$ cat config.mk
export PLATFORM = sky130hd
export DESIGN_NAME = mqs_div
export DESIGN_NICKNAME = d
export VERILOG_FILES = /design/src/rtl/mqs_div.sv
export SDC_FILE = /design/constraint.sdc
export NUM_CORES = 1
export LEC_CHECK = 0
export ABC_AREA = 1
export BUFFER_PORTS_ARGS = -buffer_cell sky130_fd_sc_hd__buf_2
export CORE_ASPECT_RATIO = 1.4
export CORE_UTILIZATION = 35
export DETAILED_ROUTE_END_ITERATION = 6
export SLEW_MARGIN = 20
export SYNTH_ARGS = -nofsm -noshare
export SYNTH_HDL_FRONTEND = slang
export SYNTH_SLANG_ARGS = --single-unit
$ cat constraint.sdc
create_clock -name i_clk -period 15.7 [get_ports i_clk]
set_clock_uncertainty 0.15 [all_clocks]
set_input_delay 2.355 -clock i_clk [delete_from_list [all_inputs] [get_ports i_clk]]
set_output_delay 2.355 -clock i_clk [all_outputs]
set_load 0.01 [all_outputs]
$ cat src/rtl/mqs_div.sv
`default_nettype none
// Restoring divider, one quotient bit per cycle. The remainder starts at
// i_rem and the bits of i_num are shifted in from the top.
module mqs_div (
    input  wire logic        i_clk,
    input  wire logic        i_rst_n,
    input  wire logic        i_start,
    input  wire logic [63:0] i_rem,
    input  wire logic [63:0] i_num,
    input  wire logic [63:0] i_den,
    input  wire logic [6:0]  i_steps,
    output logic             o_done,
    output logic [63:0]      o_quot
);

    logic        r_busy;
    logic        r_done;
    logic [6:0]  r_cnt;
    logic [63:0] r_rem;
    logic [63:0] r_num;
    logic [63:0] r_den;
    logic [63:0] r_q;
    logic [64:0] w_t;
    logic [64:0] w_diff;
    logic        w_ge;

    assign w_t    = {r_rem, r_num[63]};
    assign w_ge   = (w_t >= {1'b0, r_den});
    assign w_diff = w_t - {1'b0, r_den};

    always_ff @(posedge i_clk) begin
        if (!i_rst_n) begin
            r_busy <= 1'b0;
            r_done <= 1'b0;
            r_cnt  <= '0;
        end else begin
            r_done <= 1'b0;
            if (i_start) begin
                r_busy <= 1'b1;
                r_cnt  <= i_steps;
            end else if (r_busy) begin
                r_cnt <= r_cnt - 7'd1;
                if (r_cnt == 7'd1) begin
                    r_busy <= 1'b0;
                    r_done <= 1'b1;
                end
            end
        end
    end

    always_ff @(posedge i_clk) begin
        if (i_start) begin
            r_rem <= i_rem;
            r_num <= i_num;
            r_den <= i_den;
            r_q   <= '0;
        end else if (r_busy) begin
            r_rem <= w_ge ? w_diff[63:0] : w_t[63:0];
            r_num <= r_num << 1;
            r_q   <= {r_q[62:0], w_ge};
        end
    end

    assign o_done = r_done;
    assign o_quot = r_q;

endmodule
`default_nettype wire

==> flow_summary.toml <==
[cts]
clock_sink_count = 265
clock_latency_ns = 0.59
ctsRootBufferMaster = "clkbuf_16"
clk_path_buf_depth = 3
post-cts-setup-buffer-count = 0
cts_max_level = 1
cts_made_buffers = 29
cts_resized = 0
hold_buffers = 0
cts_tree = "built"
cts.clk_slew.worst_paths_ns = 0.07

[layout]
fillers = 5312
fin_area_um2 = 20000
fin_nets = 2921
areaGrowthSynthToFinish_pct = 16.0
drive_gt1_frac = 0.149

[outcome]
status = "complete, no violations"

[worst_setup_path]
path_class = "input pin to flop"
cp_max_fo = 67
critical_path.most_common_cell = "inv_1"
critical_path.cell_chain = "buf_6 > clkinv_2 > nand2_2 > buf_4 > inv_1 > a22oi_1 > o21ai_0 > nand2_1 > inv_1"
cp_data_arrival_time_ns = 4.90
startpoint_type = "input pin"
cp-end-kind = "flop"
critical_path_required_ns = 16.04
cp_slowest_cell = "clkinv_2"
max_stage_delay_ns = 0.76
r2r_setup_slack_ns = 12.13

[detailed_routing]
drt_iter0_drc = 625
wl_mm = 52.4
wl_per_cell_um = 15.8
vias_per_cell = 4.58
first_pass_iters = 5
ant_nets = 0
drc_errors = 0
vias = 15163

[pwr]
ir_worst_vdd_mv = 0.0992
p_switching_w = 0.000986
p_per_area_nw_per_um2 = 127
power_w = 0.00254
leakage_nw = 10.4
power.share.switching = 0.388
combPwrFrac = 0.383
clock_power_share = 0.272
p_int_w = 0.00156
seqPwrFrac = 0.345

[grt]
grt_start_max_net_pins = 120
grt_pass1_wl_mm = 83.0
antenna_found_initial = 21
grt_overflow = 0
grt_usage = 0.211
grt_pass1_vias = 15496

[sta]
drv_slew = 0
holdWs_ns = 0.320
slew_headroom = 0.291
worst_pin_slew_ns = 1.06
final_hold_viol_count = 0
period_share = 0.290
fmax_mhz = 219
setup_tns_ns = 0
finalSetupViolations = 0
timing.final.ws_setup_ns = 11.14
rsz0062_at_grt = "no"
layout_min_cycle_time_ns = 4.56

[synthesis]
netlist_area_um2 = 17200
synth-seq-cells = 265
synth_top_cell_area_share = 0.335
synthTopCellsByCount = "nand2_1 (967), inv_1 (477), edfxtp_1 (192)"
synth_mux_area_frac = 0
synthSimpleGateAreaFrac = 0.340
syn_avg_cell_area_um2 = 7.13
synth_nets = 2681
synthXorXnorAreaFrac = 0.0168
yosysMostFrequentCell = "nand2_1"
synthTopCellsByArea = "edfxtp_1 (34%), nand2_1 (21%), inv_1 (10%)"
synth_compound_area_frac = 0.0429
synthFlopType = "edfxtp_1"
synth_top_family_by_area = "simple AND/OR/NAND/NOR gates"
synthAdderAreaFrac = 0.0491
ys_seq_area_frac = 0.420
synth.distinct_cells = 37
postSynthCellCount = 2412
synth_enable_flop_cells = 192
ys_warn_count = 0
synth_largest_area_cell = "edfxtp_1"
synthArstFlopShare = 0

[floorplan]
initial_utilization = 0.357
rows = 95
io_pins = 267
dieArea_um2 = 50100
die_x_um = 189
core-area_um2 = 48300
die_h_um = 264

[place]
place.gp.congestion = 0.925
pre_cts_ws_ns = 10.48
post_dp_cell_area_um2 = 19000
portBuffers = 266
hpwl_mm = 41.1

[job]
max-cap-violations = 0

[worst_hold_path]
min_path_type = "flop to flop"
==> critical path, delay by kind of cell <==
kind                   cells  cell delay, ns
AOI/OAI and AO/OA          2            0.28
buffers and inverters      5            1.88
and+or+nand+nor            2            0.31
==> final timing paths <==
| kind | start | to | cells after the start |
|---|---|---|---|
| max | i_start | r_cnt[0] | 9 |
| min | o_quot[63] | o_quot[63] | 2 |
| max reg2reg | r_rem[45] | r_rem[52] | 14 |
| min reg2reg | o_quot[63] | o_quot[63] | 2 |
==> logic make-up after synthesis <==
| family | after synthesis |
|---|---|
| adders and majority gates | 67 |
| AOI/OAI and AO/OA | 129 |
| xor gates and xnor gates | 33 |
| and+or+nand+nor | 1364 |
| DFF | 265 |
| buffers and inverters | 554 |
==> power groups by stage <==
stage               combinational [W]  clock, W  sequential [W]
global placement             0.000977         0        0.000891
detailed placement           0.000982         0        0.000890
floorplan                    0.000717         0        0.000883
global route                  0.00111  0.000737        0.000886
finish                       0.000972  0.000692        0.000877
CTS                          0.000986  0.000714        0.000878
==> area by class of cell <==
| class | instances | area (µm²) | share of cell area |
|---|---|---|---|
| inverters | 490 | 1850 | 0.0925 |
| clock buffers | 33 | 762 | 0.0382 |
| repair buffers | 273 | 1390 | 0.0696 |
| flip-flops and latches | 265 | 7230 | 0.362 |
| multi-input cells | 1593 | 7740 | 0.388 |
| well taps | 630 | 788 | 0.0395 |
| clock inverters | 19 | 189 | 0.00946 |
| diodes | 7 | 17.5 | 0.000878 |
==> placed cells by master, fill, tap and decap left out, types with 2 or more instances in the layout <==
master and instances:
clkinv_4 2, and3_1 4, dfxtp_1 73, edfxtp_1 192, bufinv_16 2, nor3_1 11, diode_2 7, nor2_2 18
nand2_1 966, buf_4 7, o22ai_1 62, nand3_2 21, nand3_1 141, o21ai_0 13, nand2_2 19, nor4_1 5
nand3b_1 63, nand4_1 8, a21oi_1 47, xnor2_1 31, ha_1 66, clkinv_1 4, clkbuf_16 30, xor2_1 2
inv_4 3, clkinv_2 5, buf_2 265, inv_1 475, inv_6 3, inv_2 12, nor2_1 99, nor2_4 5
clkbuf_1 3, a31oi_1 4
==> per-layer routing <==
| layer | global-route usage | routed length, µm | up-vias |
|---|---|---|---|
| li1 | - | - | 7965 |
| met1 | 0.238 | 20900 | 6701 |
| met3 | 0.0479 | 3120 | 108 |
| met4 | 0.0759 | 1920 | 28 |
| met5 | 0 | 169 | - |
| met2 | 0.385 | 26300 | 361 |
==> registers in the layout (all words and copies together), names as in the netlist <==
| register | count |
|---|---|
| o_quot | 64 |
| r_den | 64 |
| r_num | 64 |
| r_rem | 64 |
| r_cnt | 7 |
| o_done | 1 |
| r_busy | 1 |
==> through the flow <==
stage,cells,util
floorplan,2412,-
global placement,3251,0.394
detailed placement,3251,0.394
CTS,3303,0.413
global route,3308,0.414
finish,3310,0.414
(Power assumes the default switching activity.)
