**src/rtl/mqs_pkg.sv**
```systemverilog
`default_nettype none
package mqs_pkg;

    // Statistics saturate at this many values.
    localparam int unsigned MAX_ITEMS    = 16777216;
    // Number of CORDIC rotations for the arc cosine (12 to 32).
    localparam int unsigned CORDIC_STEPS = 24;

    typedef logic [1:0] t_mode;
    localparam t_mode MODE_FACE   = 2'd0;
    localparam t_mode MODE_CELL   = 2'd1;
    localparam t_mode MODE_REPORT = 2'd2;

    // Statistic slots, which are also the record codes of the report.
    typedef logic [2:0] t_rec;
    localparam t_rec REC_AREA    = 3'd0;
    localparam t_rec REC_SIZE    = 3'd1;
    localparam t_rec REC_LENGTH  = 3'd2;
    localparam t_rec REC_QUALITY = 3'd3;
    localparam t_rec REC_ANGLE   = 3'd4;
    localparam t_rec REC_RATIO   = 3'd5;
    localparam t_rec REC_TALLY   = 3'd6;

    typedef logic signed [47:0] t_q48;
    localparam t_q48 MAX48 = 48'sh7FFF_FFFF_FFFF;
    localparam t_q48 MIN48 = 48'sh8000_0000_0000;

    // CORDIC width: vector 1.0 at 2^30, angle in Q8.24 degrees.
    typedef logic signed [33:0] t_cw;
    localparam t_cw DEG90_Q24  = 34'sd1509949440;
    localparam t_cw DEG180_Q24 = 34'sd3019898880;

    function automatic t_cw atan_deg(input logic [4:0] idx);
        t_cw v;
        unique case (idx)
            5'd0:  v = 34'sd754974720;
            5'd1:  v = 34'sd445687602;
            5'd2:  v = 34'sd235489088;
            5'd3:  v = 34'sd119537938;
            5'd4:  v = 34'sd60000934;
            5'd5:  v = 34'sd30029717;
            5'd6:  v = 34'sd15018523;
            5'd7:  v = 34'sd7509720;
            5'd8:  v = 34'sd3754917;
            5'd9:  v = 34'sd1877466;
            5'd10: v = 34'sd938734;
            5'd11: v = 34'sd469367;
            5'd12: v = 34'sd234683;
            5'd13: v = 34'sd117342;
            5'd14: v = 34'sd58671;
            5'd15: v = 34'sd29335;
            5'd16: v = 34'sd14668;
            5'd17: v = 34'sd7334;
            5'd18: v = 34'sd3667;
            5'd19: v = 34'sd1833;
            5'd20: v = 34'sd917;
            5'd21: v = 34'sd458;
            5'd22: v = 34'sd229;
            5'd23: v = 34'sd115;
            5'd24: v = 34'sd57;
            5'd25: v = 34'sd29;
            5'd26: v = 34'sd14;
            5'd27: v = 34'sd7;
            5'd28: v = 34'sd4;
            5'd29: v = 34'sd2;
            5'd30: v = 34'sd1;
            5'd31: v = 34'sd0;
        endcase
        return v;
    endfunction

endpackage
`default_nettype wire

```
**src/rtl/mqs_cordic.sv**
```systemverilog
`default_nettype none
// Vectoring CORDIC: drives y to zero and accumulates the angle in degrees.
module mqs_cordic (
    input  wire logic          i_clk,
    input  wire logic          i_rst_n,
    input  wire logic          i_start,
    input  wire mqs_pkg::t_cw  i_x,
    input  wire mqs_pkg::t_cw  i_y,
    input  wire mqs_pkg::t_cw  i_z,
    output logic               o_done,
    output mqs_pkg::t_cw       o_z
);

    localparam logic [4:0] LAST_STEP = 5'(mqs_pkg::CORDIC_STEPS - 1);

    logic         r_busy;
    logic         r_done;
    logic [4:0]   r_i;
    mqs_pkg::t_cw r_x;
    mqs_pkg::t_cw r_y;
    mqs_pkg::t_cw r_z;
    mqs_pkg::t_cw w_xs;
    mqs_pkg::t_cw w_ys;
    mqs_pkg::t_cw w_at;

    assign w_xs = r_x >>> r_i;
    assign w_ys = r_y >>> r_i;
    assign w_at = mqs_pkg::atan_deg(r_i);

    always_ff @(posedge i_clk) begin
        if (!i_rst_n) begin
            r_busy <= 1'b0;
            r_done <= 1'b0;
            r_i    <= '0;
        end else begin
            r_done <= 1'b0;
            if (i_start) begin
                r_busy <= 1'b1;
                r_i    <= '0;
            end else if (r_busy) begin
                r_i <= r_i + 5'd1;
                if (r_i == LAST_STEP) begin
                    r_busy <= 1'b0;
                    r_done <= 1'b1;
                end
            end
        end
    end

    always_ff @(posedge i_clk) begin
        if (i_start) begin
            r_x <= i_x;
            r_y <= i_y;
            r_z <= i_z;
        end else if (r_busy) begin
            if (!r_y[33]) begin
                r_x <= r_x + w_ys;
                r_y <= r_y - w_xs;
                r_z <= r_z + w_at;
            end else begin
                r_x <= r_x - w_ys;
                r_y <= r_y + w_xs;
                r_z <= r_z - w_at;
            end
        end
    end

    assign o_done = r_done;
    assign o_z    = r_z;

endmodule
`default_nettype wire

```
**config.mk**
```make
export PLATFORM = sky130hd
export DESIGN_NAME = mqs_cordic
export DESIGN_NICKNAME = d
export VERILOG_FILES = /design/src/rtl/mqs_pkg.sv /design/src/rtl/mqs_cordic.sv
export SDC_FILE = /design/constraint.sdc
export NUM_CORES = 1
export LEC_CHECK = 0
export BUFFER_PORTS_ARGS = -buffer_cell sky130_fd_sc_hd__buf_4
export CORE_ASPECT_RATIO = 0.75
export CORE_UTILIZATION = 44
export CTS_CLUSTER_DIAMETER = 150
export CTS_CLUSTER_SIZE = 24
export DETAILED_ROUTE_END_ITERATION = 8
export MAX_ROUTING_LAYER = met4
export PLACE_DENSITY = 0.62
export SYNTH_ARGS = -nofsm -noshare
export SYNTH_HDL_FRONTEND = slang
export SYNTH_SLANG_ARGS = --single-unit
```
**constraint.sdc**
```tcl
create_clock -name i_clk -period 9.6 [get_ports i_clk]
set_input_delay 1.92 -clock i_clk [delete_from_list [all_inputs] [get_ports i_clk]]
set_output_delay 1.92 -clock i_clk [all_outputs]
set_load 0.005 [all_outputs]
```
==> impl_metrics.yaml <==
die:
  start_util: 0.445
  die-area_mm2: 0.0421
  fp.dieW_um: 237
  core_mm2: 0.0408
  chipHeight_um: 178
  ios: 140
  rows: 64
layout:
  fill_cells: 3924
  multi_input_comb_area_mm2: 0.0135
  layout-area-overhead-vs-synth_pct: 10.9
  design_area_mm2: 0.0201
  post-route-util: 0.494
  nets: 2412
  seqCellArea_mm2: 0.00381
  drive_gt1_frac: 0.165
worst_setup_path:
  crit_required_ns: 9.81
  crit_path_end_kind: "register"
  worstPathArrival_ns: 7.43
  cp-start-kind: "register"
  rr_startpoint: "r_i[1]"
  startpoint: "r_i[1]"
  crit_fanout: 49
  critPathKind: "register to register"
synthesis:
  yosys.area.top_type: "edfxtp_1"
  synthArstFlopShare: 0
  synth_edf_count: 102
  netlist-cell-type-count: 98
  synth_cells: 2132
  yosysMostFrequentCell: "nand2_1"
  synth_top_area_share: 0.169
  synthTopCellsByCount: "nand2_1 (253), o21ai_0 (179), nor2_1 (163)"
  synthFlopType: "edfxtp_1"
  syn_avg_cell_area_um2: 8.51
  ys_warn_count: 0
  seq_area_frac_synth: 0.210
  syn_nets: 2352
  mappedNetlistArea_mm2: 0.0182
  yosys-top-cells-area: "edfxtp_1 (17%), mux4_2 (12%), ha_1 (7.7%), nand2_1 (5.2%), xnor2_1 (5.1%)"
  yosys_register_bits: 139
cts:
  root_buffer: "clkbuf_16"
  clk_pin_slew_worst_paths_ns: 0.08
  cts_setup_buffers: 0
  numCtsBuffers: 17
  cts_hold_buf: 0
  cts_tree: "yes"
  clock_sinks: 139
  cts_buffer_depth: 2
  clk_latency_ns: 0.48
  cts_resized: 0
  htreeDepth: 4
power_and_ir_drop:
  ir_drop_v: 0.000221
  clock_power_share: 0.084
  switching_share: 0.514
  leakage_nw: 7.95
  p_seq_frac: 0.174
  switchingPower_mw: 4.53
  power.internal_mw: 4.28
  total_power_mw: 8.81
  comb_power_share: 0.741
  p_per_area_mw_per_mm2: 438
timing:
  setup_violations: 0
  max_slew_margin: 0.136
  tightestPinTransition_ns: 1.28
  clock_skew_ns: 0.0235
  fin_ws_ns: 2.38
  max_freq_mhz: 138
  hold_viol: 0
  fin_crit_sh: 0.753
  drv_slew: 0
  fin_crit_ns: 7.22
  rsz0062_at_grt: "false"
  tns_ns: 0
global_routing:
  grt_use_total: 0.316
  grt_pass1_wl_um: 99700
  grt_pass1_vias: 16602
  grt_max_degree: 93
  antenna_found_initial: 1
  overflow: 0
hold_path:
  holdCritPathClass: "register to register"
  hp-start: "r_busy"
detailed_routing:
  drt-total-wl_um: 64200
  avgRoutedWirePerCell_um: 23.5
  drt-initial-drc-count: 1957
  drt-pass1-iter-count: 6
  drc: 0
  vias: 17743
  vias_per_cell: 6.49
  drtAntennaViolNets: 0
place:
  preCtsSetupSlack_ns: 2.44
  place_area_mm2: 0.0195
  portBuffers: 139
  hpwl_um: 48700
  gp_congestion: 1.00
outcome:
  outcome: "completed"
job:
  drv_cap: 0
## power groups by stage
stage	sequential, mW	clock (mW)	combinational (mW)
floorplan	1.24	0	4.95
global placement	1.51	0	6.31
detailed placement	1.51	0	6.40
CTS	1.50	0.759	6.45
global route	1.55	0.773	7.22
finish	1.54	0.743	6.53
## through the flow
| stage | cells | hold slack (ns) |
|---|---|---|
| finish | 2734 | 0.665 |
| CTS | 2733 | 0.668 |
| detailed placement | 2701 | 0.662 |
| floorplan | 2132 | 0.654 |
| global route | 2734 | 0.744 |
| global placement | 2701 | 0.629 |
## layer usage
metal,track usage,vias up,wire [um]
li1,-,8205,-
met4,0.0733,0,1190
met1,0.458,8495,30000
met3,0.0768,101,6790
met2,0.434,942,26200
met5,-,-,0
## layout by cell type, fill, tap and decap left out, drive strengths merged, types with 56 or more instances in the layout
cell / instances
xnor2: 106
ha: 112
edfxtp: 102
mux2i: 67
xor2: 56
mux4: 98
a21oi: 159
o21ai: 186
nand2: 253
inv: 74
nor2: 164
buf: 166
## cell families after synthesis
family,count (synthesis),synth area share
DFF,139,0.210
muxes,194,0.177
and+or+nand+nor,684,0.181
AOI/OAI and AO/OA,650,0.228
adders and majority gates,115,0.0805
buffers and inverters,187,0.0448
xor gates and xnor gates,163,0.0794
## flip-flops by register name, summed over array words and instances, names as in the netlist
name,flops
r_x,34
o_done,1
r_i,5
r_y,34
r_busy,1
w_at,30
o_z,34
## critical path, cell delays in order, from the launching register on
cell and delay [ns]:
dfxtp_4 0.83, buf_4 0.49, mux4_2 0.61, mux4_2 0.50
and2_1 0.18, a311o_1 0.43, a211oi_2 0.23, nor4b_4 0.42
and2_1 0.27, mux2i_1 0.21, o32ai_1 0.12, ha_1 0.38
a21o_1 0.20, a21oi_1 0.26, nand2_1 0.12, o41ai_1 0.97
o21ai_0 0.22, a21oi_1 0.22, xor2_1 0.17, o21ai_0 0.08
## final timing paths
path                  end  slack (ns)  depth (start not counted)
hold / removal     r_busy        0.67                          2
setup reg to reg  r_x[28]        2.38                         19
hold reg to reg    r_busy        0.67                          2
setup / recovery  r_x[28]        2.38                         19
## area by class of cell
type                    count  share of cell area
multi-input cells        1806               0.673
flip-flops and latches    139               0.190
repair buffers            166              0.0627
well taps                 528              0.0328
clock buffers              17              0.0211
inverters                  62              0.0116
clock inverters            15             0.00939
diodes                      1            0.000124
(Power assumes the default switching activity.)
