**src/rtl/mqs_sqrt.sv**
```systemverilog
`default_nettype none
// Integer square root of a 64-bit value, one result bit per cycle.
module mqs_sqrt (
    input  wire logic        i_clk,
    input  wire logic        i_rst_n,
    input  wire logic        i_start,
    input  wire logic [63:0] i_n,
    output logic             o_done,
    output logic [31:0]      o_root
);

    logic        r_busy;
    logic        r_done;
    logic [63:0] r_n;
    logic [63:0] r_r;
    logic [63:0] r_bit;
    logic [63:0] w_sum;
    logic        w_ge;

    assign w_sum = r_r + r_bit;
    assign w_ge  = (r_n >= w_sum);

    always_ff @(posedge i_clk) begin
        if (!i_rst_n) begin
            r_busy <= 1'b0;
            r_done <= 1'b0;
        end else begin
            r_done <= 1'b0;
            if (i_start) begin
                r_busy <= 1'b1;
            end else if (r_busy && r_bit[0]) begin
                r_busy <= 1'b0;
                r_done <= 1'b1;
            end
        end
    end

    always_ff @(posedge i_clk) begin
        if (i_start) begin
            r_n   <= i_n;
            r_r   <= '0;
            r_bit <= 64'h4000_0000_0000_0000;
        end else if (r_busy) begin
            if (w_ge) begin
                r_n <= r_n - w_sum;
                r_r <= (r_r >> 1) + r_bit;
            end else begin
                r_r <= r_r >> 1;
            end
            r_bit <= r_bit >> 2;
        end
    end

    assign o_done = r_done;
    assign o_root = r_r[31:0];

endmodule
`default_nettype wire

```
**config.mk**
```make
export PLATFORM = sky130hd
export DESIGN_NAME = mqs_sqrt
export DESIGN_NICKNAME = d
export VERILOG_FILES = /design/src/rtl/mqs_sqrt.sv
export SDC_FILE = /design/constraint.sdc
export NUM_CORES = 1
export LEC_CHECK = 0
export BUFFER_PORTS_ARGS = -buffer_cell sky130_fd_sc_hd__buf_2
export CORE_MARGIN = 2
export CORE_UTILIZATION = 55
export DETAILED_ROUTE_END_ITERATION = 10
export GPL_TIMING_DRIVEN = 0
export PLACE_DENSITY = 0.83
export SLEW_MARGIN = 15
export SYNTH_ARGS = -nofsm -noshare
export SYNTH_HDL_FRONTEND = slang
export SYNTH_SLANG_ARGS = --single-unit
```
**constraint.sdc**
```tcl
create_clock -name i_clk -period 15 [get_ports i_clk]
set_clock_uncertainty 0.2 [all_clocks]
set_input_delay 1.5 -clock i_clk [delete_from_list [all_inputs] [get_ports i_clk]]
set_output_delay 1.5 -clock i_clk [all_outputs]
set_load 0.005 [all_outputs]
```
==> results.ini, run 1 <==
[status]
run_status=finished clean

[timing]
clock.fmax_ghz=0.135
finalWorstSetupSlack_ps=7570
setup_viol=0
fin_crit_sh_pct=49.5
rsz0062_at_grt=false
hold_violations=0
fin_tns_setup_ps=0
slew_violations=0
finalCriticalPeriod_ps=7430
slew_headroom_pct=33.9
holdWs_ps=310
worstMarginPinSlew_ps=992

[route]
drtPass1Iterations=6
via_per_inst=6.35
drtIter0Drc=1703
remaining_drc_errors=0
detail_route.wl_per_cell_um=19.4
vias=15000
wirelength_um=45800
antenna_left=0

[worst_setup_path]
crit_arrival_ps=7390
crit_start=r_r[2]
start_kind=flip-flop
crit_type=reg2reg
timing.rr.start=r_r[2]
critPathCaptureType=flip-flop
crit_required_ps=14960
path_max_fanout=41

[die]
row_count=60
start_util_pct=55.8
boundaryPins=100
coreArea_um2=26800
die_y_um=169
die_x_um=169
die_area_um2=28500

[pwr]
powerDensity_nw_per_um2=142
p_leak_uw=0.00659
ir_drop_uv=82.2

[global_route]
grt.overflow.total=0
grtUsageMet3_pct=4.35
grt_max_degree=42
antenna_found_initial=0
first_global_vias=13900
grt.met1_usage_pct=43.5
grt_pass1_wl_um=72100
top_usage_layer=met2
met2_usage_pct=50.4
grtUsageTotal_pct=31.7

[yosys]
ys.flop_type=dfxtp_1
synth_fp_nets=2083
synth-adder-area-share_pct=11.0
syn_inst=1885
ys_async_sr_fraction_pct=0
synth.area.mux_share_pct=3.39
synth_top_family_by_area=compound AO/OA/AOI/OAI gates
ys_seq_area_share_pct=26.0
yosys.area_share.xor_xnor_pct=8.67
ys_ff_latch=162
syn_area_um2=15000
avgSynthCellArea_um2=7.93
synth_edf_count=64
yosys.area_share.simple_pct=17.7
synth_cell_types=82
synth_compound_gate_area_share_pct=27.4
ys_warn_count=0

[layout]
final_cell_mix=197 x nand2_1, 176 x nor2_1, 167 x o21ai_0
drive_above_1_share_pct=11.5
postLayoutCellArea_um2=16500
antennaDiodeCount=0
nets=2201
fin_cells=2357
final_common_cell=nand2_1
area_delta_synth_final_pct=10.3

[placed_design]
postPlaceCellArea_um2=15900
port_buffers=98
gp_congestion=0.968
hpwl_um=34800
pre_cts_slack_ps=7690
placedCellCount=2325

[min_path]
min_from=r_bit[0]
hold_path_class=reg2reg

[cts]
cts_resized=0
cts.sink_count=162
cts_root_buf=clkbuf_16
h-tree-depth=4
cts_made_buffers=17
post-cts-setup-buffers=0
holdBufCountCts=0
cts_tree=yes
clk_latency_ps=440
ctsLongestPathBuffers=2
clk_pin_slew_ps=60

[run]
max_cap_violations=0

[state kept, by name, indices dropped and copies added, names as in the netlist]
name    flops
o_done      1
r_busy      1
r_bit      32
r_n        64
r_r        64
[worst paths after layout]
check | to | slack, ps | cells after the start
max | r_n[40] | 7570 | 26
min | o_done | 310 | 2
max reg2reg | r_n[40] | 7570 | 26
min reg2reg | o_done | 310 | 2
[cell families after synthesis]
logic type      after synthesis
flops                       162
compound gates              631
fa+ha+maj                   131
mux                          50
simple gates                573
xor+xnor                    148
buf+inv                     190
[through the flow]
stage          util [%]  power, uW
2_1_floorplan         -       1540
3_3_place_gp       59.2       1830
3_5_place_dp       59.3       1860
4_1_cts            61.6       2320
5_1_grt            61.6       2500
6_report           61.6       2340
[layer usage]
metal | wire length [um] | share of wire [%]
met5 | 0 | 0
met4 | 1590 | 3.5
met3 | 4160 | 9.1
met2 | 20000 | 44
met1 | 20000 | 44
[where the power goes]
part	total, uW	switching (uW)	leakage (uW)	internal, uW
Sequential	630	58.3	0.00145	572
Clock	457	196	0.000287	261
Combinational	1260	782	0.00486	476
[critical path: stages, from the launching register on]
cell and delay, ps:
dfxtp_1 450, ha_1 310, a31oi_1 300, o21bai_1 220
a211oi_2 450, o21bai_2 230, a211oi_1 310, o21ai_1 180
a21oi_1 370, o21ai_1 170, a21o_1 270, a21oi_1 190
xor2_1 170, ha_1 240, clkbuf_1 190, a21o_1 200
a21o_1 160, a21oi_1 180, o21ai_0 200, o21bai_1 210
a21oi_1 130, o31a_1 320, buf_2 340, buf_2 330
nor2_1 140, or2_4 400, buf_12 240
[area by class of cell]
| class | count | area (um^2) |
|---|---|---|
| flip-flops and latches | 162 | 3880 |
| repair buffers | 99 | 510 |
| fillers | 2379 | 10300 |
| inverters | 44 | 165 |
| clock buffers | 21 | 472 |
| well taps | 341 | 427 |
| multi-input cells | 1533 | 10200 |
| clock inverters | 11 | 128 |
| plain buffers | 146 | 717 |
[cells in the mapped netlist (all sizes together) (17+ instances only)]
master / n / area [um^2]
nand4: 48 / 322
ha: 130 / 1630
nand3: 23 / 115
a31oi: 55 / 363
nor3: 23 / 115
xor2: 76 / 666
o21bai: 30 / 229
a21oi: 131 / 659
o21ai: 184 / 928
inv: 43 / 161
a31o: 19 / 166
xnor2: 72 / 631
dfxtp: 98 / 1960
a311oi: 17 / 149
a211oi: 45 / 358
buf: 49 / 337
a21o: 59 / 443
nor2b: 21 / 131
nor2: 176 / 661
or3: 22 / 138
nand2: 198 / 746
mux2i: 45 / 450
clkbuf: 95 / 359
edfxtp: 64 / 1920
(Power assumes the default switching activity.)
==> inputs of run 2 (changes only) <==
--- a/config.mk
+++ b/config.mk
@@ -5,12 +5,13 @@
 export SDC_FILE = /design/constraint.sdc
 export NUM_CORES = 1
 export LEC_CHECK = 0
+export ABC_AREA = 1
 export BUFFER_PORTS_ARGS = -buffer_cell sky130_fd_sc_hd__buf_2
 export CORE_MARGIN = 2
 export CORE_UTILIZATION = 55
 export DETAILED_ROUTE_END_ITERATION = 10
 export GPL_TIMING_DRIVEN = 0
-export PLACE_DENSITY = 0.83
+export PLACE_DENSITY = 0.86
 export SLEW_MARGIN = 15
 export SYNTH_ARGS = -nofsm -noshare
 export SYNTH_HDL_FRONTEND = slang
==> constraint.sdc (replaced) <==
create_clock -name i_clk -period 6.5 [get_ports i_clk]
set_clock_uncertainty 0.2 [all_clocks]
set_input_delay 0.65 -clock i_clk [delete_from_list [all_inputs] [get_ports i_clk]]
set_output_delay 0.65 -clock i_clk [all_outputs]
set_load 0.005 [all_outputs]
==> run 2 against run 1 <==
- utilization decreased by 1.3 points
- total power increased to 3.9 times the previous value
- worst hold slack got worse by 73 ps
- wire length increased by 72%
- synthesized area increased by 34%
- setup slack got worse by 7100 ps
- first-iteration DRC count increased by 55%
- cell count increased by 77%
- maximum frequency increased by 24%
- critical path type unchanged
==> results.ini, run 2 <==
[status]
run_status=finished clean

[yosys]
ys.flop_type=dfxtp_1
syn_area_um2=20100
synth-adder-area-share_pct=8.19
synth_edf_count=64
ys_async_sr_fraction_pct=0
synth_cell_types=47
yosys.area_share.simple_pct=42.8
synth_compound_gate_area_share_pct=12.9
ys_seq_area_share_pct=19.3
synth_top_area_share_pct=22.7
avgSynthCellArea_um2=5.63
post-synth-top-area-cell=nand2_1
syn_inst=3569
netlist_top_cells_area=nand2_1 23%, dfxtp_1 9.8%, edfxtp_1 9.6%, inv_1 9.1%, ha_1 8.1%
yosysMostFrequentCell=nand2_1
ys_warn_count=0
synth_fp_nets=3767
ys_top_cells_by_count=1,213 x nand2_1, 485 x inv_1, 427 x nor2_1, 304 x nand3_1, 211 x a21oi_1
yosys.area_share.xor_xnor_pct=4.27
ys_ff_latch=162
synth_top_family_by_area=simple AND/OR/NAND/NOR gates
synth.area.mux_share_pct=0

[pwr]
pwr-share-clk_pct=12.2
powerDensity_nw_per_um2=415
comb_power_share_pct=68.3
swShare_pct=54.5
ir_drop_uv=268
p_leak_uw=0.0102
internal_power_uw=4130
finalPower_uw=9070
power_frac_seq_pct=19.4
power.switching_uw=4940

[worst_setup_path]
rrSetupSlack_ps=510
crit_slowest_cell=o21ai_0
crit_required_ps=6450
crit_buf_inv=3
crit_family=simple AND/OR/NAND/NOR gates
slowest_delay_ps=420
reg2reg_depth=21
path_common_cell=nand2_1
cp.depth=21
critPathCaptureType=flip-flop
crit_type=reg2reg
crit_start=r_r[28]
timing.rr.start=r_r[28]
critical_path.endpoint=r_n[0]
crit_chain=ha_1, nand2_1, o21ai_0, nand2_1, o21ai_0, inv_1, o21ai_0, a211oi_1, nand3_1, nand2_1, ha_1, nand2_1, nor2_1, nand2_1, nor3_2, nand2_2, nand2_2, nand2_2, buf_2, nand2_4, buf_12
path_max_fanout=34
crit_arrival_ps=5940
r2r-end=r_n[0]
start_kind=flip-flop

[cts]
h-tree-depth=4
cts_root_buf=clkbuf_16
cts_resized=0
clk_pin_slew_ps=80
ctsLongestPathBuffers=2
cts_tree=yes
holdBufCountCts=0
post-cts-setup-buffers=0
cts.sink_count=162
clk_latency_ps=470
cts_made_buffers=17

[min_path]
hold_path_class=in2reg

[layout]
antennaDiodeCount=0
nets=3886
final_common_cell=nand2_1
final_cell_mix=1,212 x nand2_1, 485 x inv_1, 427 x nor2_1
fillers=3872
fin_cells=4169
multi_input_area_um2=13700
seq_area_um2=3880
reg_top3=r_n: 64 flops, r_r: 64 flops, r_bit: 32 flops
drive_above_1_share_pct=7.08
fin_util_pct=60.2
area_delta_synth_final_pct=8.66

[die]
start_util_pct=55.4
row_count=70
die_x_um=195
die_area_um2=38100
boundaryPins=100
die_y_um=195
coreArea_um2=36300

[route]
wl_met3_um=6110
drtPass1Iterations=6
remaining_drc_errors=0
vias=23700
wirelength_um=78900
route.met2.wl_um=35800
drtIter0Drc=2647
via_per_inst=5.69
drt-met1-wl_um=30800
highest_layer=met4
antenna_left=0
detail_route.wl_per_cell_um=18.9

[timing]
setup_viol=0
finalCriticalPeriod_ps=5990
fin_crit_sh_pct=92.2
rsz0062_at_grt=false
clock.fmax_ghz=0.167
worstMarginPinSlew_ps=1270
slew_violations=0
hold_violations=0
slew_headroom_pct=15.2
fin_tns_setup_ps=0

[placed_design]
port_buffers=99
gp_congestion=1.08
hpwl_um=65600
placedCellCount=4137

[global_route]
antenna_found_initial=0
grt_max_degree=35
grt_pass1_wl_um=120000
grt.overflow.total=0
grtUsageTotal_pct=41.0
first_global_vias=22200

[run]
max_cap_violations=0

-- run 2: cell types whose count changed after synthesis, moves of 27 or more --
cell,change
a211oi_1,-36
nand3b_1,+27
inv_1,+442
nand3_1,+281
a21oi_1,+81
mux2i_1,-45
a21o_1,-44
nand2_1,+1016
a31oi_1,-41
nor2_1,+251
clkbuf_1,-54
-- run 2: cell families after synthesis --
group,count (synthesis)
AO/OA/AOI/OAI,476
XOR/XNOR,98
adder cells (fa/ha/maj),131
buffers and inverters,612
flip-flops,162
AND/OR/NAND/NOR,2090
-- run 2: per-stage QoR --
step / setup slack, ps / cell area, um^2 / hold slack, ps
floorplan: 1300 / 20100 / 263
global placement: -838 / 21200 / 288
detailed placement: 766 / 21200 / 294
CTS: 713 / 21800 / 229
global route: 207 / 21800 / 238
finish: 508 / 21800 / 237
-- run 2: area by class of cell --
cell class              instances  area share (%)
plain buffers                 119            3.02
clock buffers                  17            1.95
clock inverters                15           0.951
inverters                     493            8.47
multi-input cells            2795            62.8
flip-flops and latches        162            17.8
well taps                     468            2.68
repair buffers                100            2.36
-- run 2: worst min path at each step --
stage | startpoint | end | slack (ps) | depth (start not counted)
after floorplan | r_r[0] | r_r[0] | 260 | 2
after global placement | r_r[0] | r_r[0] | 290 | 2
after detailed placement | r_r[0] | r_r[0] | 290 | 2
after CTS | i_rst_n | r_busy | 230 | 3
after global routing | i_rst_n | r_busy | 240 | 3
final | i_rst_n | r_busy | 240 | 3
-- run 2: tightest hold or removal path, delay by kind of cell --
| family | cells | cell delay, ps |
|---|---|---|
| AO/OA/AOI/OAI | 1 | 40 |
| buffers and inverters | 2 | 160 |
-- run 2: power by group through the flow --
stage | combinational [uW] | clock, uW | sequential (uW)
after global placement | 5870 | 0 | 1760
after detailed placement | 5930 | 0 | 1760
final | 6190 | 1110 | 1760
after floorplan | 4380 | 0 | 1640
after global routing | 6800 | 1140 | 1790
after CTS | 5990 | 1110 | 1750
-- run 2: layer usage --
metal	vias to the layer above	global-route usage, %
met5	-	0
met3	301	3.97
met1	10600	49.9
met2	1203	68.7
li1	11600	-
met4	0	28.4
